==> src/rtl/lrb_pkg.sv <==
// shared types and constants for the line rasterizer bitmap block
package lrb_pkg;

   // fixed field widths
   localparam int COORD_W    = 4;
   localparam int ROW_BITS_W = 16;
   localparam int COUNT_W    = 4;
   localparam int OP_W       = 2;
   // doubled error term spans about -2*15 .. 2*15
   localparam int ERR_W      = COORD_W + 3;

   // operation codes
   localparam logic [OP_W-1:0] OP_CLEAR = 2'd0;
   localparam logic [OP_W-1:0] OP_DRAW  = 2'd1;
   localparam logic [OP_W-1:0] OP_READ  = 2'd2;

   // request beat
   typedef struct packed {
      logic [OP_W-1:0]    op;
      logic [COORD_W-1:0] start_x;
      logic [COORD_W-1:0] start_y;
      logic [COORD_W-1:0] end_x;
      logic [COORD_W-1:0] end_y;
      logic [COORD_W-1:0] row_select;
   } req_type;

   // response beat
   typedef struct packed {
      logic [ROW_BITS_W-1:0] row_bits;
      logic [COUNT_W-1:0]    pixels_drawn;
   } rsp_type;

   // one pixel from the line stepper
   typedef struct packed {
      logic               valid;
      logic [COORD_W-1:0] row;
      logic [COORD_W-1:0] col;
   } pixel_type;

   // access to the framebuffer memory
   typedef struct packed {
      logic               clear;
      logic               plot;
      logic               read;
      logic [COORD_W-1:0] row;
      logic [COORD_W-1:0] col;
   } fb_req_type;

   // control states
   typedef enum logic [1:0] {
      ST_IDLE,
      ST_DRAW,
      ST_READ
   } state_type;

endpackage

==> src/rtl/line_rasterizer_bitmap.sv <==
// line rasterizer top level: command control, stepper and framebuffer
// clear and unused op: result strobe in the cycle after accept, next beat taken at once
// read row: one registered memory read, merged with forwarding and row valid flags, then a registered result strobe
// draw: plots n pixels, n the major-axis length (0..15), one pixel per cycle
// through the framebuffer read-modify-write port; result strobe registered once no pixel is left
// reset: all rows read as zero at once through row valid flags, no clearing pass
module line_rasterizer_bitmap #(
   parameter int SCREEN = 16
) (
   input  logic              clock,
   input  logic              reset,
   input  logic              start,
   output logic              busy,
   input  lrb_pkg::req_type  req_data,
   output logic              rsp_strobe,
   output lrb_pkg::rsp_type  rsp_data
);

   import lrb_pkg::*;

   state_type  state_ff, state_in;
   logic       rsp_strobe_ff, rsp_strobe_in;
   rsp_type    rsp_data_ff, rsp_data_in;
   logic       row_ok_ff, row_ok_in;

   logic              accept;
   logic              load;
   logic              run;
   fb_req_type        fb_req;
   pixel_type         pixel;
   logic [COUNT_W-1:0] count;
   logic [SCREEN-1:0] fb_row;

   assign busy       = state_ff != ST_IDLE;
   assign accept     = start && !busy;
   assign rsp_strobe = rsp_strobe_ff;
   assign rsp_data   = rsp_data_ff;

   lrb_step #(
      .SCREEN (SCREEN)
   ) u_step (
      .clock    (clock),
      .reset    (reset),
      .load     (load),
      .run      (run),
      .req_data (req_data),
      .pixel    (pixel),
      .count    (count)
   );

   lrb_fbuf #(
      .SCREEN (SCREEN)
   ) u_fbuf (
      .clock  (clock),
      .reset  (reset),
      .fb_req (fb_req),
      .fb_row (fb_row)
   );

   // next state and outputs
   always_comb begin
      state_in      = state_ff;
      rsp_strobe_in = 1'b0;
      rsp_data_in   = '0;
      row_ok_in     = row_ok_ff;
      fb_req        = '0;
      load          = 1'b0;
      run           = 1'b0;
      case (state_ff)
         ST_IDLE: begin
            if (accept) begin
               case (req_data.op)
                  OP_CLEAR: begin
                     fb_req.clear  = 1'b1;
                     rsp_strobe_in = 1'b1;
                  end
                  OP_DRAW: begin
                     load     = 1'b1;
                     state_in = ST_DRAW;
                  end
                  OP_READ: begin
                     row_ok_in   = 32'(req_data.row_select) < SCREEN;
                     fb_req.read = row_ok_in;
                     fb_req.row  = req_data.row_select;
                     state_in    = ST_READ;
                  end
                  default: begin
                     rsp_strobe_in = 1'b1;
                  end
               endcase
            end
         end
         ST_DRAW: begin
            run         = 1'b1;
            fb_req.plot = pixel.valid;
            fb_req.row  = pixel.row;
            fb_req.col  = pixel.col;
            if (!pixel.valid) begin
               rsp_strobe_in            = 1'b1;
               rsp_data_in.pixels_drawn = count;
               state_in                 = ST_IDLE;
            end
         end
         ST_READ: begin
            rsp_strobe_in        = 1'b1;
            rsp_data_in.row_bits = row_ok_ff ? ROW_BITS_W'(fb_row) : '0;
            state_in             = ST_IDLE;
         end
         default: begin
            state_in = ST_IDLE;
         end
      endcase
   end

   // control registers
   always_ff @(posedge clock) begin
      if (reset) begin
         state_ff      <= ST_IDLE;
         rsp_strobe_ff <= 1'b0;
      end else begin
         state_ff      <= state_in;
         rsp_strobe_ff <= rsp_strobe_in;
      end
   end

   // result beat payload
   always_ff @(posedge clock) begin
      rsp_data_ff <= rsp_data_in;
      row_ok_ff   <= row_ok_in;
   end

endmodule

==> src/rtl/lrb_fbuf.sv <==
// framebuffer memory with row valid flags and read-modify-write pixel plotting
module lrb_fbuf #(
   parameter int SCREEN = 16
) (
   input  logic                   clock,
   input  logic                   reset,
   input  lrb_pkg::fb_req_type    fb_req,
   output logic [SCREEN-1:0]      fb_row
);

   localparam int ADDR_W = $clog2(SCREEN);
   localparam logic [SCREEN-1:0] COL0_BIT = {1'b1, {(SCREEN-1){1'b0}}};

   logic [SCREEN-1:0] mem [SCREEN];

   logic [SCREEN-1:0] row_valid_ff, row_valid_in;
   logic [SCREEN-1:0] rd_data_ff;
   logic              rd_valid_ff;
   logic              s2_plot_ff, s2_plot_in;
   logic [ADDR_W-1:0] s2_addr_ff;
   logic [SCREEN-1:0] s2_mask_ff;
   logic              last_wr_ff, last_wr_in;
   logic [ADDR_W-1:0] last_addr_ff;
   logic [SCREEN-1:0] last_data_ff;

   logic [ADDR_W-1:0] rd_addr;
   logic              rd_en;
   logic [SCREEN-1:0] col_mask;
   logic              fwd;
   logic [SCREEN-1:0] base_row;
   logic [SCREEN-1:0] wr_data;

   // read side address and pixel mask, column 0 at the top bit
   assign rd_addr  = ADDR_W'(fb_req.row);
   assign rd_en    = fb_req.plot | fb_req.read;
   assign col_mask = COL0_BIT >> fb_req.col;

   // forward the row written last cycle, else memory data or zero if not written since reset or the last clear
   assign fwd      = last_wr_ff && (last_addr_ff == s2_addr_ff);
   assign base_row = fwd ? last_data_ff : (rd_valid_ff ? rd_data_ff : '0);
   assign wr_data  = base_row | s2_mask_ff;
   assign fb_row   = base_row;

   // row valid flags: a clear drops all rows at once
   always_comb begin
      row_valid_in = row_valid_ff;
      if (fb_req.clear) begin
         row_valid_in = '0;
      end else if (s2_plot_ff) begin
         row_valid_in[s2_addr_ff] = 1'b1;
      end
   end

   assign s2_plot_in = fb_req.plot;
   assign last_wr_in = s2_plot_ff;

   // control registers
   always_ff @(posedge clock) begin
      if (reset) begin
         row_valid_ff <= '0;
         s2_plot_ff   <= 1'b0;
         last_wr_ff   <= 1'b0;
      end else begin
         row_valid_ff <= row_valid_in;
         s2_plot_ff   <= s2_plot_in;
         last_wr_ff   <= last_wr_in;
      end
   end

   // memory: one write port for the merged row, one registered read port
   always_ff @(posedge clock) begin
      if (s2_plot_ff) begin
         mem[s2_addr_ff] <= wr_data;
      end
      if (rd_en) begin
         rd_data_ff <= mem[rd_addr];
      end
   end

   // second stage payload and write history for forwarding
   always_ff @(posedge clock) begin
      if (rd_en) begin
         rd_valid_ff <= row_valid_ff[rd_addr];
         s2_addr_ff  <= rd_addr;
         s2_mask_ff  <= fb_req.plot ? col_mask : '0;
      end
      last_addr_ff <= s2_addr_ff;
      last_data_ff <= wr_data;
   end

endmodule

==> src/rtl/lrb_step.sv <==
// line setup and bresenham stepper, one pixel per cycle along the major axis while run is high
module lrb_step #(
   parameter int SCREEN = 16
) (
   input  logic                          clock,
   input  logic                          reset,
   input  logic                          load,
   input  logic                          run,
   input  lrb_pkg::req_type              req_data,
   output lrb_pkg::pixel_type            pixel,
   output logic [lrb_pkg::COUNT_W-1:0]   count
);

   import lrb_pkg::*;

   localparam int CMAX = SCREEN - 1;
   localparam int PAD_W = ERR_W - COORD_W - 1;

   function automatic logic [COORD_W-1:0] clamp_coord(input logic [COORD_W-1:0] v);
      if (32'(v) > CMAX) begin
         return COORD_W'(CMAX);
      end
      return v;
   endfunction

   logic [COORD_W-1:0] x0, y0, x1, y1;
   logic [COORD_W-1:0] adx, ady;
   logic               steep;
   logic [COORD_W-1:0] p_maj, p_min, q_maj, q_min;
   logic               swap;
   logic [COORD_W-1:0] a_maj, a_min, b_maj, b_min;
   logic [COORD_W-1:0] dx, dy;

   logic [COORD_W-1:0]      k_ff, k_in;
   logic [COORD_W-1:0]      kend_ff, kend_in;
   logic [COORD_W-1:0]      m_ff, m_in;
   logic signed [ERR_W-1:0] err_ff, err_in;
   logic [COORD_W-1:0]      dx_ff, dy_ff;
   logic                    down_ff, steep_ff;
   logic [COUNT_W-1:0]      count_ff;

   logic signed [ERR_W-1:0] err_dec;

   // clamp endpoints to the screen
   assign x0 = clamp_coord(req_data.start_x);
   assign y0 = clamp_coord(req_data.start_y);
   assign x1 = clamp_coord(req_data.end_x);
   assign y1 = clamp_coord(req_data.end_y);

   // steep test and axis swap
   assign adx   = (x0 > x1) ? (x0 - x1) : (x1 - x0);
   assign ady   = (y0 > y1) ? (y0 - y1) : (y1 - y0);
   assign steep = ady > adx;
   assign p_maj = steep ? y0 : x0;
   assign p_min = steep ? x0 : y0;
   assign q_maj = steep ? y1 : x1;
   assign q_min = steep ? x1 : y1;

   // order endpoints so the major coordinate grows
   assign swap  = p_maj > q_maj;
   assign a_maj = swap ? q_maj : p_maj;
   assign a_min = swap ? q_min : p_min;
   assign b_maj = swap ? p_maj : q_maj;
   assign b_min = swap ? p_min : q_min;
   assign dx    = b_maj - a_maj;
   assign dy    = (a_min > b_min) ? (a_min - b_min) : (b_min - a_min);

   // current pixel
   assign pixel.valid = k_ff != kend_ff;
   assign pixel.row   = steep_ff ? k_ff : m_ff;
   assign pixel.col   = steep_ff ? m_ff : k_ff;
   assign count       = count_ff;

   // error term update, kept doubled
   assign err_dec = err_ff - $signed({{PAD_W{1'b0}}, dy_ff, 1'b0});

   always_comb begin
      k_in    = k_ff;
      kend_in = kend_ff;
      m_in    = m_ff;
      err_in  = err_ff;
      if (load) begin
         k_in    = a_maj;
         kend_in = b_maj;
         m_in    = a_min;
         err_in  = $signed({{(ERR_W-COORD_W){1'b0}}, dx});
      end else if (run && pixel.valid) begin
         k_in   = k_ff + 1'b1;
         err_in = err_dec;
         if (err_dec < 0) begin
            m_in   = down_ff ? (m_ff - 1'b1) : (m_ff + 1'b1);
            err_in = err_dec + $signed({{PAD_W{1'b0}}, dx_ff, 1'b0});
         end
      end
   end

   // stepping position, reset leaves no pixel pending
   always_ff @(posedge clock) begin
      if (reset) begin
         k_ff    <= '0;
         kend_ff <= '0;
      end else begin
         k_ff    <= k_in;
         kend_ff <= kend_in;
      end
   end

   // line parameters and error term
   always_ff @(posedge clock) begin
      m_ff   <= m_in;
      err_ff <= err_in;
      if (load) begin
         dx_ff    <= dx;
         dy_ff    <= dy;
         down_ff  <= a_min > b_min;
         steep_ff <= steep;
         count_ff <= COUNT_W'(dx);
      end
   end

endmodule
==> config.mk <==
export PLATFORM = sky130hd
export DESIGN_NAME = line_rasterizer_bitmap
export DESIGN_NICKNAME = d
export VERILOG_FILES = /design/src/rtl/lrb_pkg.sv /design/src/rtl/line_rasterizer_bitmap.sv /design/src/rtl/lrb_fbuf.sv /design/src/rtl/lrb_step.sv
export SDC_FILE = /design/constraint.sdc
export NUM_CORES = 1
export LEC_CHECK = 0
export BUFFER_PORTS_ARGS = -buffer_cell sky130_fd_sc_hd__buf_4
export CORE_UTILIZATION = 40
export CTS_CLUSTER_SIZE = 24
export DETAILED_ROUTE_END_ITERATION = 10
export PLACE_DENSITY = 0.61
export RECOVER_POWER = 100
export SETUP_SLACK_MARGIN = 0.2
export SYNTH_ARGS = -nofsm -noshare
export SYNTH_HDL_FRONTEND = slang
export SYNTH_SLANG_ARGS = --single-unit
==> constraint.sdc <==
create_clock -name clock -period 6.63 [get_ports clock]
set_clock_uncertainty 0.1 [all_clocks]
set_input_delay 0.663 -clock clock [delete_from_list [all_inputs] [get_ports clock]]
set_output_delay 0.663 -clock clock [all_outputs]
set_load 0.02 [all_outputs]
==> results of run 1 <==
metrics by stage:
step / area [sq um] / hold WS (ns) / util, %
after detailed placement: 18000 / 0.353 / 43.6
final: 19200 / 0.317 / 46.4
after floorplan: 16900 / 0.246 / -
after global placement: 18000 / 0.346 / 43.6
after global routing: 19200 / 0.319 / 46.4
after CTS: 19200 / 0.296 / 46.6
repair_timing:
| item | 4_1_cts | 5_1_grt |
|---|---|---|
| setup endpoints to repair | 0 | 2 |
| buffers inserted | 0 | 9 |
| gates resized for setup | 0 | 18 |
worst paths after layout:
kind	start	end	slack (ns)	cells after the start
setup reg to reg	u_step.steep_ff$_DFFE_PP_	u_fbuf.rd_data_ff[7]$_DFFE_PP_	0.81	9
hold reg to reg	u_fbuf.row_valid_ff[0]$_SDFFE_PP0P_	u_fbuf.row_valid_ff[0]$_SDFFE_PP0P_	0.36	1
hold / removal	reset	rsp_strobe$_SDFF_PP0_	0.32	2
setup / recovery	req_data[4]	u_step.dy_ff[2]$_DFFE_PP_	0.43	31
Yosys cell counts, types with 2 or more instances:
cell type    n  area, sq um
a211oi_1    14          105
a21o_1      17          128
a21oi_1     53          265
a22oi_1      4         30.0
a311oi_1    36          315
a31oi_1     20          125
a41oi_1      4         35.0
and2_1       9         56.3
and3_1      20          125
buf_1        5         18.8
buf_2       24          120
clkbuf_1    57          214
clkinv_1     2         7.51
dfxtp_1     72         1440
edfxtp_1   310         9310
fa_1         9          180
ha_1        42          526
inv_1       49          184
maj3_1       2         20.0
mux2_2       4         45.0
mux2i_1     25          250
mux4_2       2         45.0
nand2_1    335         1260
nand2_2      2         12.5
nand2b_1    22          138
nand3_1    149          746
nand3b_1     2         15.0
nand4_1      3         18.8
nor2_1      90          338
nor2b_1      4         25.0
nor3_1      15         75.1
nor3b_1      4         30.0
o211ai_1     3         22.5
o211ai_2     2         25.0
o21a_1      21          158
o21ai_0     19         95.1
o21bai_1     2         15.0
o32ai_1      2         17.5
xnor2_1     15          131
xor2_1      16          140
area by class of cell:
| class | instances | area, sq um |
|---|---|---|
| inverter | 52 | 198 |
| clock buffer | 51 | 1060 |
| timing repair buffer | 101 | 614 |
| clock inverter | 23 | 161 |
| sequential | 382 | 10800 |
| multi-input combinational | 977 | 5700 |
| fill | 3874 | 22100 |
| tap | 532 | 666 |
sequential cells by signal, indices dropped and copies added (netlist names), 6 cells and up:
name / count
u_step.err_ff: 6
u_fbuf.last_data_ff: 16
u_fbuf.rd_data_ff: 16
u_fbuf.row_valid_ff: 16
u_fbuf.s2_mask_ff: 16
rsp_data: 20
u_fbuf.mem: 256
power breakdown:
part	switching [mW]	total [mW]	internal, mW
clock network	0.922	2.11	1.18
logic	1.27	2.30	1.03
registers	0.0557	2.81	2.76
total	2.25	7.23	4.98
per-layer routing:
| layer | vias up | part of all wire, % |
|---|---|---|
| met5 | - | 0 |
| met4 | 0 | 2.8 |
| met3 | 78 | 5.4 |
| met2 | 330 | 47 |
| met1 | 5711 | 45 |
| li1 | 5453 | - |
critical path, delay by kind of cell:
family	cells	cell delay, ns
AO/OA/AOI/OAI	11	1.76
AND/OR/NAND/NOR	3	0.42
adder cells (fa/ha/maj)	5	1.52
buffers and inverters	7	0.94
multiplexers	4	0.97
XOR/XNOR	1	0.09
logic make-up after synthesis:
kind of cell             Yosys count
AND/OR/NAND/NOR                  661
flip-flops                       382
AO/OA/AOI/OAI                    200
buffers and inverters            139
adder cells (fa/ha/maj)           53
multiplexers                      32
XOR/XNOR                          31
==> metrics.txt, run 1 <==
slowest stage delay, CP 0.42 ns; Detailed Route Iter0 Violations 848; fmax 161 MHz; VDD IR max 213 uV; setup violators final 0; Crit Path Max Fanout 12; Core ar. 41,300 sq um; vias per inst 5.46; vias in the first global route 11.2k; arrival time worst endpoint 6.37 ns; met3 GRT Util 3.09%; drt wl/cell 20.5 microns; EDFF count, synth 310; clock sink total 382; Most Crowded Layer GR met2; Top FF cell, synth edfxtp_1; Syn-to-layout area delta 13.2%; Design Power 7.23 mW; Synth Area in Compound Gates 8.09%; gr usage total 20.0%; share of post-route cells with drive strength above 1 8.95%; crit-path most repeated cell mux2i_1; # diodes 0; first-pass GRT wire length 66.4 mm; Rows 74; Slew @ Worst Pin 3.21 ns; post-synth design cell area 16,900 sq um; Placer Congestion 0.921; mux cell area share after synthesis 2.14%; xor/xnor share of the synthesized area 1.60%; clock tree buffer depth 3; Synth cell types 52; largest net degree at the start of global routing 78; RSZ-0062 raised after global routing false; Post-Syn Nets 1,574; initial antenna violation count 0; met1 Resource Use GR 27.7%; fin crit period 6.20 ns; drt pass-1 iters 5; fin crit share 93.5%; yosys warns 0; PnR worst setup slack 0.434 ns; FFs w/ async S/R, synth 0%; Ports 47; non-filler instance count after layout 2,118; final setup TNS 0 ns; WP data required 6.81 ns; Post-Synth Adder-Cell Area 4.29%; Buffers on Ports 46; antenna-violating nets left 0; crit start category primary input; register bit count reported by yosys 382; Hold Vio Cnt, Final 0; die area 43,100 sq um; Synth Area in Simple Gates 17.0%; Root Driver clkbuf_16; Leak 6.95 nW; critical path class primary input to flip-flop; NumNets Final 1,630; CTS HTree Levels 2; Crit-path slowest cell fa_1; Die Wd 208 microns; HP Class primary input to flip-flop; clk_lat worst skew 0.55 ns; dpl ws -0.0815 ns; slew margin rel. -114%; final WL 43.4 mm; fin. max-slew vios 266; met2 Use GR 32.5%; Cell Pwr Density 377 nW/um^2; Max-Cap Viols 9; Syn Area/Cell 11.3 sq um; GRT Residual Overflow 0; CTS tree built; sequential-to-total area share from yosys stat 63.5%; clock slew at reported path FFs 0.06 ns; most common cell after layout, fill and taps aside nand2_1; DRC viols 0; most frequent cells in the layout 335 x nand2_1, 310 x edfxtp_1, 149 x nand3_1; Mapped Cells 1,498; Die H 208 microns; placed wire-length estimate 26.2 mm; Starting Density 41.0%; Inserted Clock Buffers 40; status finished with violations; Placed Instances 2,035; endpoint class of the critical path flip-flop; hold_buf cts 0; failing checks capacitance limit, slew limit; DR vias 11.6k; largest family of logic cells by synthesized area simple AND/OR/NAND/NOR gates
Power figures use the tool's default switching activity.
==> run 2, diff against run 1 <==
--- a/config.mk
+++ b/config.mk
@@ -14,4 +14,5 @@
 export SETUP_SLACK_MARGIN = 0.2
 export SYNTH_ARGS = -nofsm -noshare
 export SYNTH_HDL_FRONTEND = slang
+export SYNTH_HIERARCHICAL = 1
 export SYNTH_SLANG_ARGS = --single-unit
==> metrics.txt, run 2 <==
status finished with violations; failing checks DRC, capacitance limit, slew limit; Placed Instances 1,656 (-19%); largest reg by FF count u_fbuf/mem; drt pass-1 iters 10 (+5); Starting Density 40.7% (-0.27 points); sequential-to-total area share from yosys stat 64.4% (+0.85 points); Buffers on Ports 46 (unchanged); gr usage total 18.4% (-1.6 points); slew margin rel. -97.2% (+17 points); drt wl/cell 22.0 microns (+7.4%); hold_buf cts 0 (unchanged); yosys warns 6 (+6); Ports 47 (unchanged); die area 42,600 sq um (-1.3%); FFs w/ async S/R, synth 0% (unchanged); Max-Cap Viols 13 (+4); Seq pwr share 39.9% (+1.0 points); dpl ws -0.101 ns (-0.0197 ns); Hold Vio Cnt, Final 0 (unchanged); non-filler instance count after layout 1,736 (-18%); Rows 74 (unchanged); endpoint class of the critical path flip-flop; Design Power 6.99 mW (-3.3%); first-pass GRT wire length 57.6 mm (-13%); Leak 6.60 nW (-5.1%); Detailed Route Iter0 Violations 673 (-21%); GRT Residual Overflow 0 (unchanged); RSZ-0062 raised after global routing false; setup violators final 0 (unchanged); Area contributors post-synth edfxtp_1 56%, dfxtp_1 8.6%, mux4_2 8.0%, ha_1 3.1%, mux2i_1 2.4%; largest net degree at the start of global routing 70 (-10%); Slew @ Worst Pin 2.96 ns (-0.254 ns); VDD IR max 287 uV (+35%); vias in the first global route 9,563 (-15%); Root Driver clkbuf_16; Cell Pwr Density 368 nW/um^2 (-2.4%); WP data required 6.82 ns (about the same); HP Class primary input to flip-flop; initial antenna violation count 0 (unchanged); NumNets Final 1,249 (-23%); critical path class primary input to flip-flop; DR vias 9,541 (-18%); fmax 164 MHz (+1.7%); Post-Syn Nets 1,166 (-26%); clk_lat worst skew 0.54 ns (about the same); Psw 2.04 mW (-9.0%); PnR worst setup slack 0.537 ns (+0.103 ns); Syn Area/Cell 15.3 sq um (+36%); DRC viols 6 (+6); fin crit period 6.09 ns (-0.103 ns); fin. max-slew vios 358 (+35%); Comb pwr share 28.8% (-3.1 points); EDFF count, synth 310 (unchanged); share of the synthesized area in the top cell type 55.7% (+0.73 points); top post-synthesis cells by count 310 x edfxtp_1, 74 x nand2_1, 72 x dfxtp_1; Sw Share 29.2% (-1.9 points); Synth cell types 62 (+19%); most frequent cell after synthesis edfxtp_1; register bit count reported by yosys 382 (unchanged); Crit Path Max Fanout 14 (+2); internal power 4.95 mW (-0.65%); antenna-violating nets left 0 (unchanged); CTS tree built; CTS HTree Levels 2 (unchanged); clock sink total 382 (unchanged); arrival time worst endpoint 6.28 ns (-0.09 ns); Top FF cell, synth edfxtp_1; Yosys top cell by area edfxtp_1; Crit-path slowest cell fa_1; Die Wd 206 microns (-0.65%); Clk pwr share 31.3% (+2.1 points); vias per inst 5.50 (+0.59%); Mapped Cells 1,090 (-27%); Syn-to-layout area delta 13.7%; placed wire-length estimate 23.1 mm (-12%); crit start category primary input; most common cell after layout, fill and taps aside edfxtp_1; crit-path most repeated cell inv_1; clock tree buffer depth 3 (unchanged); Placer Congestion 0.845 (-8.3%); Core ar. 41,000 sq um (-0.67%); Die H 206 microns (-0.65%); slowest stage delay, CP 0.43 ns (about the same); Inserted Clock Buffers 40 (unchanged); Hold Crit Depth 2 (unchanged); # diodes 0 (unchanged); post-synth design cell area 16,700 sq um (-1.3%); clock slew at reported path FFs 0.06 ns (about the same); max reg flops 256 (unchanged); R2R cell count 7 (-2); share of post-route cells with drive strength above 1 17.9% (+9.0 points); most frequent cells in the layout 310 x edfxtp_1, 74 x nand2_1, 72 x dfxtp_1; fin crit share 91.9% (-1.6 points); final WL 38.2 mm (-12%)
run 2: worst paths after layout:
check,start,endpoint,slack (ns)
worst min register to register,u_fbuf/row_valid_ff[13]$_SDFFE_PP0P_,u_fbuf/row_valid_ff[13]$_SDFFE_PP0P_,0.36
worst min-delay path,reset,u_fbuf/last_wr_in$_SDFF_PP0_,0.32
worst max register to register,u_step/steep_ff$_DFFE_PP_,u_fbuf/rd_data_ff[11]$_DFFE_PP_,1.41
worst max-delay path,req_data[12],u_step/dy_ff[2]$_DFFE_PP_,0.54
run 2: kinds of logic after synthesis:
| logic type | after synthesis | share of synthesized area, % |
|---|---|---|
| flops | 382 | 64.4 |
| mux | 121 | 12.7 |
| xor+xnor | 29 | 1.52 |
| buf+inv | 116 | 3.23 |
| simple gates | 226 | 6.80 |
| fa+ha+maj | 51 | 4.23 |
| compound gates | 165 | 7.12 |
run 2: metal layers:
layer / vias up / track usage [%] / part of all wire (%) / wire (microns)
met5: - / 0 / 0 / 0
met4: 0 / 5.07 / 2.4 / 904
met3: 62 / 2.66 / 5.5 / 2100
met2: 281 / 29.7 / 47 / 18100
met1: 4847 / 25.8 / 45 / 17000
li1: 4351 / - / - / -
run 2: what timing repair did:
item	4_1_cts	5_1_grt
gates resized for setup	0	10
hold endpoints to repair	0	0
setup endpoints to repair	0	3
buffers inserted	0	5
run 2: worst max-delay path, delay by kind of cell:
family	cells	cell delay, ns
buffers and inverters	9	0.95
AOI/OAI and AO/OA	12	1.79
adders and majority gates	6	1.70
muxes	2	0.47
and+or+nand+nor	3	0.42
xor gates and xnor gates	2	0.25
run 2: area by class of cell:
cell class                      instances  area, sq um
Clock inverter                         16          150
Clock buffer                           57         1170
Fill cell                            3612        22000
Timing Repair Buffer                   93          563
Inverter                               64          240
Sequential cell                       382        10800
Tap cell                              532          666
Multi-Input combinational cell        592         5450
run 2: per-stage QoR:
step           utilization, %  hold WS (ns)  setup TNS, ns  instance area [sq um]
2_1_floorplan               -         0.243              0                  16700
3_3_place_gp             43.5         0.340              0                  17800
3_5_place_dp             43.5         0.347         -0.208                  17800
4_1_cts                  46.7         0.304              0                  19100
5_1_grt                  46.3         0.327              0                  19000
6_report                 46.3         0.324              0                  19000
run 2: power groups by stage:
stage / Combinational [mW] / Sequential [mW] / Clock (mW)
after floorplan: 1.47 / 2.82 / 0
after global placement: 1.89 / 2.84 / 0
after detailed placement: 1.93 / 2.84 / 0
after CTS: 1.94 / 2.79 / 2.24
after global routing: 2.25 / 2.80 / 2.33
final: 2.01 / 2.79 / 2.19
==> run 3, diff against run 2 <==
--- a/config.mk
+++ b/config.mk
@@ -6,12 +6,12 @@
 export NUM_CORES = 1
 export LEC_CHECK = 0
 export BUFFER_PORTS_ARGS = -buffer_cell sky130_fd_sc_hd__buf_4
-export CORE_UTILIZATION = 40
+export CORE_UTILIZATION = 50
 export CTS_CLUSTER_SIZE = 24
 export DETAILED_ROUTE_END_ITERATION = 10
-export PLACE_DENSITY = 0.61
+export PLACE_DENSITY = 0.73
 export RECOVER_POWER = 100
-export SETUP_SLACK_MARGIN = 0.2
+export SETUP_SLACK_MARGIN = 0.02
 export SYNTH_ARGS = -nofsm -noshare
 export SYNTH_HDL_FRONTEND = slang
 export SYNTH_HIERARCHICAL = 1
==> metrics.txt, run 3 (synthesized netlist as in run 2, its figures left out) <==
Starting Density 51.1% (+10 points); vias per inst 5.86 (+6.6%); Syn-to-layout area delta 12.2%; Crit Path Max Fanout 29 (+15); # diodes 0 (unchanged); crit start category primary input; Detailed Route Iter0 Violations 846 (+26%); DRC viols 0 (-6); top sig layer met4; dpl ws -0.206 ns (-0.105 ns); Core ar. 32,700 sq um (-20%); initial antenna violation count 0 (unchanged); Cell Pwr Density 366 nW/um^2 (-0.51%); fin crit share 93.9% (+2.0 points); Crit-path slowest cell fa_1; Leak 6.55 nW (-0.77%); PnR worst setup slack 0.407 ns (-0.130 ns); slowest stage delay, CP 0.43 ns (about the same); Ports 47 (unchanged); clock slew at reported path FFs 0.06 ns (about the same); drt wl/cell 22.7 microns (+3.3%); fin. max-slew vios 177 (-51%); max reg flops 256 (unchanged); RSZ-0062 raised after global routing false; arrival time worst endpoint 6.38 ns (+0.10 ns); critical path class primary input to flip-flop; CTS HTree Levels 2 (unchanged); die area 34,100 sq um (-20%); largest net degree at the start of global routing 57 (-19%); drt pass-1 iters 5 (-5); Met1 Wirelength 15.5 mm (-9.2%); CTS tree built; final WL 37.2 mm (-2.6%); gr usage total 22.6% (+4.2 points); Rows 66 (-11%); share of post-route cells with drive strength above 1 16.5% (-1.5 points); met2 wire len 18.9 mm (+4.3%); clock tree buffer depth 3 (unchanged); fmax 161 MHz (-2.1%); placed wire-length estimate 23.3 mm (+0.86%); most frequent cells in the layout 310 x edfxtp_1, 74 x nand2_1, 72 x dfxtp_1; antenna-violating nets left 0 (unchanged); multi-input logic area 5430 sq um (-0.44%); failing checks capacitance limit, slew limit; most common cell after layout, fill and taps aside edfxtp_1; placed cell areas 17,700 sq um (-0.80%); WP data required 6.78 ns (-0.04 ns); NumNets Final 1,242 (-0.56%); met3 WL 1.97 mm (-6.1%); first-pass GRT wire length 57.2 mm (-0.67%); VDD IR max 368 uV (+28%); Placer Congestion 0.866 (+2.6%); Die H 185 microns (-10%); vias in the first global route 9,864 (+3.1%); Inserted Clock Buffers 40 (unchanged); Root Driver clkbuf_16; clk_lat worst skew 0.53 ns (about the same); status finished with violations; Max-Cap Viols 6 (-7); clock sink total 382 (unchanged); GRT Residual Overflow 0 (unchanged); DR vias 9,588 (+0.49%); HP Class primary input to flip-flop; Buffers on Ports 46 (unchanged); fin area 18,700 sq um (-1.3%); fin crit period 6.22 ns (+0.130 ns); final setup TNS 0 ns (unchanged); slew margin rel. -97.4% (-0.15 points); setup violators final 0 (unchanged); Slew @ Worst Pin 2.96 ns (+0.00219 ns); largest reg by FF count u_fbuf/mem; Die Wd 185 microns (-10%); Reg area 10,800 sq um (unchanged); Hold Vio Cnt, Final 0 (unchanged); endpoint class of the critical path flip-flop; Filler Cell Count 2,597 (-28%); crit-path most repeated cell inv_1
==> run 3: changes by cell type in the layout (fill, tap and decap cells not counted), sizes merged <==
cell,delta
buf,-2
bufinv,+2
clkinv,+3
clkbuf,-11
clkinvlp,-2
inv,+1
==> run 3: final timing paths <==
| check | from | end | slack (ns) | cells past startpoint |
|---|---|---|---|---|
| worst min register to register | u_fbuf/row_valid_ff[14]$_SDFFE_PP0P_ | u_fbuf/row_valid_ff[14]$_SDFFE_PP0P_ | 0.36 | 1 |
| worst max-delay path | req_data[16] | u_step/dy_ff[3]$_DFFE_PP_ | 0.41 | 33 |
| worst max register to register | u_step/steep_ff$_DFFE_PP_ | u_fbuf/rd_data_ff[13]$_DFFE_PP_ | 0.90 | 7 |
| worst min-delay path | reset | u_step/k_ff[2]$_SDFFE_PP0P_ | 0.35 | 2 |
==> run 3: critical path: cells and delay by family <==
kind,cells,cell delay [ns]
mux,3,0.59
buf+inv,9,1.00
xor+xnor,2,0.30
compound gates,11,1.72
simple gates,2,0.26
fa+ha+maj,6,1.80
==> run 3: routing by layer <==
metal  up-vias  track usage [%]
li1       4327                -
met5         -                0
met1      4904             29.6
met3        62             3.02
met4         0             7.01
met2       295             39.2
==> run 3: final cells by class <==
class                      instances  area share, %
timing repair buffer              86           2.68
tap                              442           2.95
inverter                          64           1.28
clock inverter                    20           1.03
sequential                       382           57.4
clock buffer                      51           5.72
multi-input combinational        592           29.0
==> run 3: power by group <==
part / leakage [nW] / switching, mW / internal, mW / total [mW]
Combinational: 2.57 / 1.05 / 0.870 / 1.92
Sequential: 3.35 / 0.0475 / 2.75 / 2.79
Clock: 0.622 / 0.885 / 1.27 / 2.15
Total: 6.55 / 1.98 / 4.88 / 6.86
==> run 3: metrics by stage <==
stage / instances / total power, mW / utilization (%) / hold WS [ns]
final: 1637 / 6.86 / 57.3 / 0.351
after global routing: 1637 / 7.21 / 57.3 / 0.358
after CTS: 1635 / 6.85 / 57.9 / 0.340
after detailed placement: 1564 / 4.71 / 54.1 / 0.349
after global placement: 1564 / 4.67 / 54.1 / 0.341
after floorplan: 1090 / 4.27 / - / 0.243
==> run 3: what timing repair did <==
action	4_1_cts	5_1_grt
hold buffers	0	0
hold endpoints to repair	0	0
gates resized for setup	0	9
endpoints found under the setup margin	0	2
setup buffers	0	2
